--- config.mk ---
export PLATFORM = sky130hd
export DESIGN_NAME = dali_backward_frame_decoder
export DESIGN_NICKNAME = d
export VERILOG_FILES = /design/src/sv/dbfd_pkg.sv /design/src/sv/dbfd_cfg_regs.sv /design/src/sv/dbfd_decode.sv /design/src/sv/dbfd_out_reg.sv /design/src/sv/dali_backward_frame_decoder.sv
export SDC_FILE = /design/constraint.sdc
export NUM_CORES = 1
export LEC_CHECK = 0
export BUFFER_PORTS_ARGS = -buffer_cell sky130_fd_sc_hd__buf_2
export CAP_MARGIN = 40
export CORE_MARGIN = 1
export CORE_UTILIZATION = 38
export DETAILED_ROUTE_END_ITERATION = 8
export GPL_TIMING_DRIVEN = 1
export PLACE_DENSITY = 0.56
export SLEW_MARGIN = 20
export SYNTH_ARGS = -nofsm -noshare
export SYNTH_HDL_FRONTEND = slang
export SYNTH_SLANG_ARGS = --single-unit
--- constraint.sdc ---
create_clock -name clk -period 4.4 [get_ports clk]
set_input_delay 0.22 -clock clk [delete_from_list [all_inputs] [get_ports clk]]
set_output_delay 0.22 -clock clk [all_outputs]
set_load 0.01 [all_outputs]
--- src/sv/dbfd_pkg.sv ---
package dbfd_pkg;

  localparam int TickW  = 15;
  localparam int ByteW  = 8;
  localparam int CountW = 4;
  localparam int IndexW = 4;

  typedef enum logic [1:0] {
    STATUS_COMPLETE  = 2'd0,
    STATUS_EARLY_END = 2'd1,
    STATUS_ILLEGAL   = 2'd2
  } status_t;

  typedef enum logic [IndexW-1:0] {
    REG_SHORT_LOW  = 4'd0,
    REG_SHORT_HIGH = 4'd1,
    REG_LONG_LOW   = 4'd2,
    REG_LONG_HIGH  = 4'd3
  } reg_index_t;

  typedef struct packed {
    logic [TickW-1:0] short_low;
    logic [TickW-1:0] short_high;
    logic [TickW-1:0] long_low;
    logic [TickW-1:0] long_high;
  } windows_t;

  typedef struct packed {
    logic [ByteW-1:0]  frame_byte;
    logic [CountW-1:0] bits_received;
    status_t           status;
  } result_t;

  localparam logic [TickW-1:0] ShortLowReset  = 15'd300;
  localparam logic [TickW-1:0] ShortHighReset = 15'd550;
  localparam logic [TickW-1:0] LongLowReset   = 15'd700;
  localparam logic [TickW-1:0] LongHighReset  = 15'd1000;

endpackage

--- src/sv/dbfd_cfg_regs.sv ---
module dbfd_cfg_regs (
  input  logic                            clk,
  input  logic                            rst,
  input  logic                            cfg_write,
  input  logic [dbfd_pkg::IndexW-1:0]     cfg_index,
  input  logic [dbfd_pkg::TickW-1:0]      cfg_data,
  output dbfd_pkg::windows_t              windows
);
  import dbfd_pkg::*;

  windows_t windows_next;

  always_comb begin
    windows_next = windows;
    if (cfg_write) begin
      unique case (cfg_index)
        REG_SHORT_LOW:  windows_next.short_low  = cfg_data;
        REG_SHORT_HIGH: windows_next.short_high = cfg_data;
        REG_LONG_LOW:   windows_next.long_low   = cfg_data;
        REG_LONG_HIGH:  windows_next.long_high  = cfg_data;
        default:        windows_next = windows;
      endcase
    end
  end

  always_ff @(posedge clk) begin
    if (rst) begin
      windows.short_low  <= ShortLowReset;
      windows.short_high <= ShortHighReset;
      windows.long_low   <= LongLowReset;
      windows.long_high  <= LongHighReset;
    end else begin
      windows <= windows_next;
    end
  end

endmodule

--- src/sv/dbfd_decode.sv ---
module dbfd_decode #(
  parameter int FRAME_BITS = 8
) (
  input  logic                        clk,
  input  logic                        rst,
  input  logic                        accept,
  input  dbfd_pkg::windows_t          windows,
  input  logic [dbfd_pkg::TickW-1:0]  pulse_ticks,
  input  logic                        pulse_level,
  input  logic                        frame_start,
  input  logic                        capture_end,
  output logic                        emit,
  output dbfd_pkg::result_t           result
);
  import dbfd_pkg::*;

  localparam int FcW = $clog2(FRAME_BITS + 1);
  localparam logic [FcW-1:0] FullCount = FcW'(FRAME_BITS);

  logic             previous_bit, previous_bit_next;
  logic [ByteW-1:0] bit_shifter, bit_shifter_next;
  logic [FcW-1:0]   bit_count, bit_count_next;
  logic             capturing, capturing_next;

  logic             prev_base;
  logic [ByteW-1:0] shift_base;
  logic [FcW-1:0]   count_base;
  logic             cap_base;
  logic             in_short, in_long, add_bit, illegal, full;

  always_comb begin
    prev_base  = frame_start ? 1'b1 : previous_bit;
    shift_base = frame_start ? '0 : bit_shifter;
    count_base = frame_start ? '0 : bit_count;
    cap_base   = frame_start | capturing;

    in_short = (pulse_ticks > windows.short_low) && (pulse_ticks < windows.short_high);
    in_long  = (pulse_ticks > windows.long_low) && (pulse_ticks < windows.long_high);
    add_bit  = cap_base && ((in_short && (pulse_level == prev_base)) ||
                            (!in_short && in_long && (pulse_level != prev_base)));
    illegal  = cap_base && !in_short && in_long && (pulse_level == prev_base);

    previous_bit_next = prev_base;
    bit_shifter_next  = shift_base;
    bit_count_next    = count_base;
    if (add_bit) begin
      previous_bit_next = pulse_level;
      bit_shifter_next  = {shift_base[ByteW-2:0], pulse_level};
      bit_count_next    = count_base + FcW'(1);
    end

    full = bit_count_next >= FullCount;
    emit = cap_base && (illegal || full || capture_end);
    capturing_next = cap_base && !emit;

    result.frame_byte    = bit_shifter_next;
    result.bits_received = CountW'(bit_count_next);
    if (illegal) begin
      result.status = STATUS_ILLEGAL;
    end else if (full) begin
      result.status = STATUS_COMPLETE;
    end else begin
      result.status = STATUS_EARLY_END;
    end
  end

  always_ff @(posedge clk) begin
    if (rst) begin
      previous_bit <= 1'b1;
      bit_shifter  <= '0;
      bit_count    <= '0;
      capturing    <= 1'b0;
    end else if (accept) begin
      previous_bit <= previous_bit_next;
      bit_shifter  <= bit_shifter_next;
      bit_count    <= bit_count_next;
      capturing    <= capturing_next;
    end
  end

  a_count_bounded: assert property (@(posedge clk) disable iff (rst)
    bit_count <= FullCount)
    else $error("bit count beyond frame length");

  a_idle_after_emit: assert property (@(posedge clk) disable iff (rst)
    accept && emit |=> !capturing)
    else $error("still capturing after a result");

endmodule

--- src/sv/dbfd_out_reg.sv ---
module dbfd_out_reg (
  input  logic               clk,
  input  logic               rst,
  input  logic               load,
  input  dbfd_pkg::result_t  result_in,
  input  logic               out_stall,
  output logic               out_valid,
  output dbfd_pkg::result_t  result_out
);
  import dbfd_pkg::*;

  logic out_valid_next;

  always_comb begin
    out_valid_next = out_valid;
    if (load) begin
      out_valid_next = 1'b1;
    end else if (!out_stall) begin
      out_valid_next = 1'b0;
    end
  end

  always_ff @(posedge clk) begin
    if (rst) begin
      out_valid <= 1'b0;
    end else begin
      out_valid <= out_valid_next;
    end
  end

  always_ff @(posedge clk) begin
    if (load) begin
      result_out <= result_in;
    end
  end

endmodule

--- src/sv/dali_backward_frame_decoder.sv ---
// a result appears in the output register in the cycle after the pulse that ends the frame is taken
// throughput: one pulse per cycle; input stalls only while a held result is itself stalled
// the decode state (previous bit, shifter, count) updates in the same cycle the pulse is taken
// synchronous active-high reset: windows to 300/550/700/1000 ticks, decoder idle, output empty
module dali_backward_frame_decoder #(
  parameter int FRAME_BITS = 8
) (
  input  logic                        clk,
  input  logic                        rst,
  input  logic                        cfg_write,
  input  logic [dbfd_pkg::IndexW-1:0] cfg_index,
  input  logic [dbfd_pkg::TickW-1:0]  cfg_data,
  input  logic                        in_valid,
  output logic                        in_stall,
  input  logic [dbfd_pkg::TickW-1:0]  pulse_ticks,
  input  logic                        pulse_level,
  input  logic                        frame_start,
  input  logic                        capture_end,
  output logic                        out_valid,
  input  logic                        out_stall,
  output logic [dbfd_pkg::ByteW-1:0]  frame_byte,
  output logic [dbfd_pkg::CountW-1:0] bits_received,
  output logic [1:0]                  status
);
  import dbfd_pkg::*;

  windows_t windows;
  result_t  result, result_held;
  logic     accept, emit;

  assign in_stall = out_valid && out_stall;
  assign accept   = in_valid && !in_stall;

  dbfd_cfg_regs u_cfg (
    .clk       (clk),
    .rst       (rst),
    .cfg_write (cfg_write),
    .cfg_index (cfg_index),
    .cfg_data  (cfg_data),
    .windows   (windows)
  );

  dbfd_decode #(
    .FRAME_BITS (FRAME_BITS)
  ) u_decode (
    .clk         (clk),
    .rst         (rst),
    .accept      (accept),
    .windows     (windows),
    .pulse_ticks (pulse_ticks),
    .pulse_level (pulse_level),
    .frame_start (frame_start),
    .capture_end (capture_end),
    .emit        (emit),
    .result      (result)
  );

  dbfd_out_reg u_out (
    .clk        (clk),
    .rst        (rst),
    .load       (accept && emit),
    .result_in  (result),
    .out_stall  (out_stall),
    .out_valid  (out_valid),
    .result_out (result_held)
  );

  assign frame_byte    = result_held.frame_byte;
  assign bits_received = result_held.bits_received;
  assign status        = result_held.status;

  a_no_overwrite: assert property (@(posedge clk) disable iff (rst)
    !(accept && out_valid && out_stall))
    else $error("transaction taken over a stalled result");

  a_complete_count: assert property (@(posedge clk) disable iff (rst)
    out_valid && (status == STATUS_COMPLETE) |-> bits_received == CountW'(FRAME_BITS))
    else $error("complete frame with wrong bit count");

  a_reset_empty: assert property (@(posedge clk)
    rst |=> !out_valid)
    else $error("result pending after reset");

endmodule
==> flow_summary.json <==
{
  "p_seq_share_pct": 46.8,
  "yosys_warnings": 0,
  "skew_ns": 0.00579,
  "antennaDiodeCount": 0,
  "clockBufferDepth": 2,
  "synthCells": 603,
  "setup_violations": 0,
  "fp.dieH_um": 116,
  "p_sw_uw": 459,
  "start_util_pct": 39.1,
  "arrival_ns": 3.64,
  "drt-vias-per-instance": 5.17,
  "path_cells": "inv_1 -> ha_1 -> nand4_1 -> nor4_2 -> a2111oi_4 -> o31ai_1 -> o211ai_2 -> a32oi_1 -> nand3_1 -> nand3_1 -> nor2b_1 -> buf_4",
  "dpl_cell_area_sq_um": 5430,
  "min_from": "cfg_data[2]",
  "cts.sinks": 89,
  "power_leakage_nw": 2.39,
  "drc_errors": 0,
  "switching_share_pct": 25.2,
  "numCtsBuffers": 9,
  "clk_latency_ns": 0.35,
  "antenna_found_initial": 0,
  "clock_power_share_pct": 41.6,
  "synth_ff_type": "dfxtp_1",
  "synth.net_count": 704,
  "synthArstFlopShare_pct": 0,
  "drt_iter0_drc": 229,
  "period_minus_slack_ns": 3.58,
  "combPwrFrac_pct": 11.7,
  "synthMostInstantiatedCell": "nand2_1",
  "yosysSeqAreaShare_pct": 38.8,
  "r2r_end": "u_out.result_out[11]",
  "ir_worst_vdd_mv": 0.168,
  "cpPeakStageDelay_ns": 0.50,
  "grt_max_degree": 33,
  "avgRoutedWirePerCell_um": 15.0,
  "final_nets": 755,
  "worstPathRequired_ns": 4.46,
  "worstPathMaxFanout": 8,
  "io_buffers": 57,
  "rsz0062_at_grt": "no",
  "drv_cap": 0,
  "ys_top_cells_by_count": "122 x nand2_1, 76 x a21oi_1, 75 x dfxtp_1",
  "power_density_nw_per_um2": 319,
  "fin_crit_sh_pct": 81.5,
  "postCtsSetupBuffers": 0,
  "status": "complete, no violations",
  "ys_ff_latch": 89,
  "fp.dieW_um": 116,
  "critPathLaunchType": "flop",
  "hp-class": "primary input to flop",
  "fp-row-count": 41,
  "holdPathStages": 2,
  "drive_above_1_share_pct": 13.4,
  "relSlewSlack_pct": 53.3,
  "rr_worst_depth": 12,
  "grt_pass1_vias": 4225,
  "dp.cells": 815,
  "vias": 4295,
  "worst_path_most_repeated_cell": "nand3_1",
  "gp_congestion": 0.817,
  "yosysTopAreaCell": "dfxtp_1",
  "internal-power_mw": 1.36,
  "tritoncts": "yes",
  "preCtsSetupSlack_ns": 0.772,
  "synth.area.top_cells": "dfxtp_1 30%, ha_1 15%, nand2_1 9.2%, edfxtp_1 8.5%, a21oi_1 7.7%",
  "critPathKind": "flop to flop",
  "htreeDepth": 3,
  "clk_pin_slew_worst_paths_ns": 0.06,
  "tightest_slew_ns": 0.699,
  "fmaxAchievable_mhz": 279,
  "r2r_setup_slack_ns": 0.82,
  "core-area_sq_um": 12700,
  "finish.instance_area_sq_um": 5710,
  "postRouteAntennaNets": 0,
  "synthToLayoutAreaGrowth_pct": 15.3,
  "cts_resized": 0,
  "avgSynthCellArea_sq_um": 8.22,
  "hold_buffers": 0,
  "cts-root-buf": "clkbuf_16",
  "crit_family": "simple AND/OR/NAND/NOR gates",
  "ios": 58,
  "track_usage_pct": 20.1,
  "cp-end-kind": "flop",
  "dp_hpwl_mm": 9.38,
  "globalRouteOverflowTotal": 0,
  "wl_mm": 12.4,
  "finalWorstSetupSlack_ns": 0.815,
  "grt_pass1_wl_mm": 20.3,
  "slew_viol_final": 0,
  "synth_edf_count": 14,
  "r2r_start": "u_cfg.windows[58]",
  "netlist_area_sq_um": 4960,
  "min_to": "u_cfg.windows[47]",
  "first_pass_iters": 5,
  "yosys.area.top_type_share_pct": 30.3,
  "crit_buf_inv": 2,
  "crit_slowest_cell": "nor4_2",
  "fin_tns_setup_ns": 0,
  "synth.distinct_cells": 48,
  "final_cells": 831,
  "hold_viol_final": 0,
  "die_area_sq_um": 13500
}
## cells in the final DEF (no fill, tap or decap), types with 7 or more instances in the layout
cell       synthesis  layout
a211o_1           11      11
a21oi_1           76      76
buf_2              0      57
clkbuf_16          0       9
dfxtp_1           75      75
edfxtp_1          14      14
ha_1              59      59
inv_1             65      65
mux2i_1            7       7
nand2_1          122     122
nand3_1           10      10
nand3b_1           8       8
nand4_1           12      12
nor2_1            37      37
o21ai_0           10      10
or3_1              7       7
## final cells by class
class,count,area (sq um)
Multi-Input combinational cell,424,2680
Clock buffer,10,229
Tap cell,172,215
Sequential cell,89,1920
Inverter,65,244
Clock inverter,6,58.8
Timing Repair Buffer,65,362
Fill cell,1279,6960
## through the flow
stage	total power [mW]	hold slack (ns)	utilization (%)
final	1.82	0.121	45.1
after detailed placement	1.08	0.448	42.8
after global routing	1.90	0.128	45.1
after global placement	1.07	0.442	42.6
after CTS	1.84	0.112	45.1
after floorplan	1.00	0.338	-
## how the worst max path moves through the flow
stage / start / to / slack, ns / depth (start not counted)
floorplan: u_cfg.windows[40] / u_out.result_out[0] / 1.14 / 13
global placement: pulse_ticks[13] / u_out.result_out[10] / 0.88 / 12
detailed placement: pulse_ticks[13] / u_out.result_out[11] / 0.77 / 12
CTS: u_cfg.windows[58] / u_out.result_out[11] / 0.77 / 12
global route: u_cfg.windows[49] / u_out.result_out[11] / 0.45 / 12
finish: u_cfg.windows[58] / u_out.result_out[11] / 0.82 / 12
## power groups by stage
stage	sequential (mW)	combinational (mW)	clock [mW]
after detailed placement	0.869	0.213	0
after CTS	0.851	0.214	0.778
after floorplan	0.870	0.134	0
final	0.851	0.213	0.756
after global placement	0.869	0.203	0
after global routing	0.853	0.241	0.809
## layer usage
| metal | share of wire (%) | up-vias | global-route usage, % |
|---|---|---|---|
| li1 | - | 2163 | - |
| met1 | 46 | 2014 | 24.7 |
| met2 | 48 | 97 | 34.5 |
| met3 | 4.2 | 21 | 3.79 |
| met4 | 2.0 | 0 | 7.86 |
| met5 | 0 | - | 0 |
## cell families after synthesis
kind of cell | after synthesis | synth area share [%]
XOR/XNOR | 3 | 0.530
flip-flops | 89 | 38.8
buffers and inverters | 90 | 7.29
AND/OR/NAND/NOR | 221 | 19.8
adder cells (fa/ha/maj) | 59 | 14.9
AO/OA/AOI/OAI | 132 | 16.9
multiplexers | 9 | 1.87
## flip-flops by register name (all words and copies together) (netlist names)
name / flops
u_cfg.windows: 60
u_out.result_out: 14
u_out.out_valid: 1
u_decode.previous_bit: 1
u_decode.bit_shifter: 8
u_decode.bit_count: 4
u_decode.capturing: 1
Note: power is estimated with default switching activity, not from simulation.
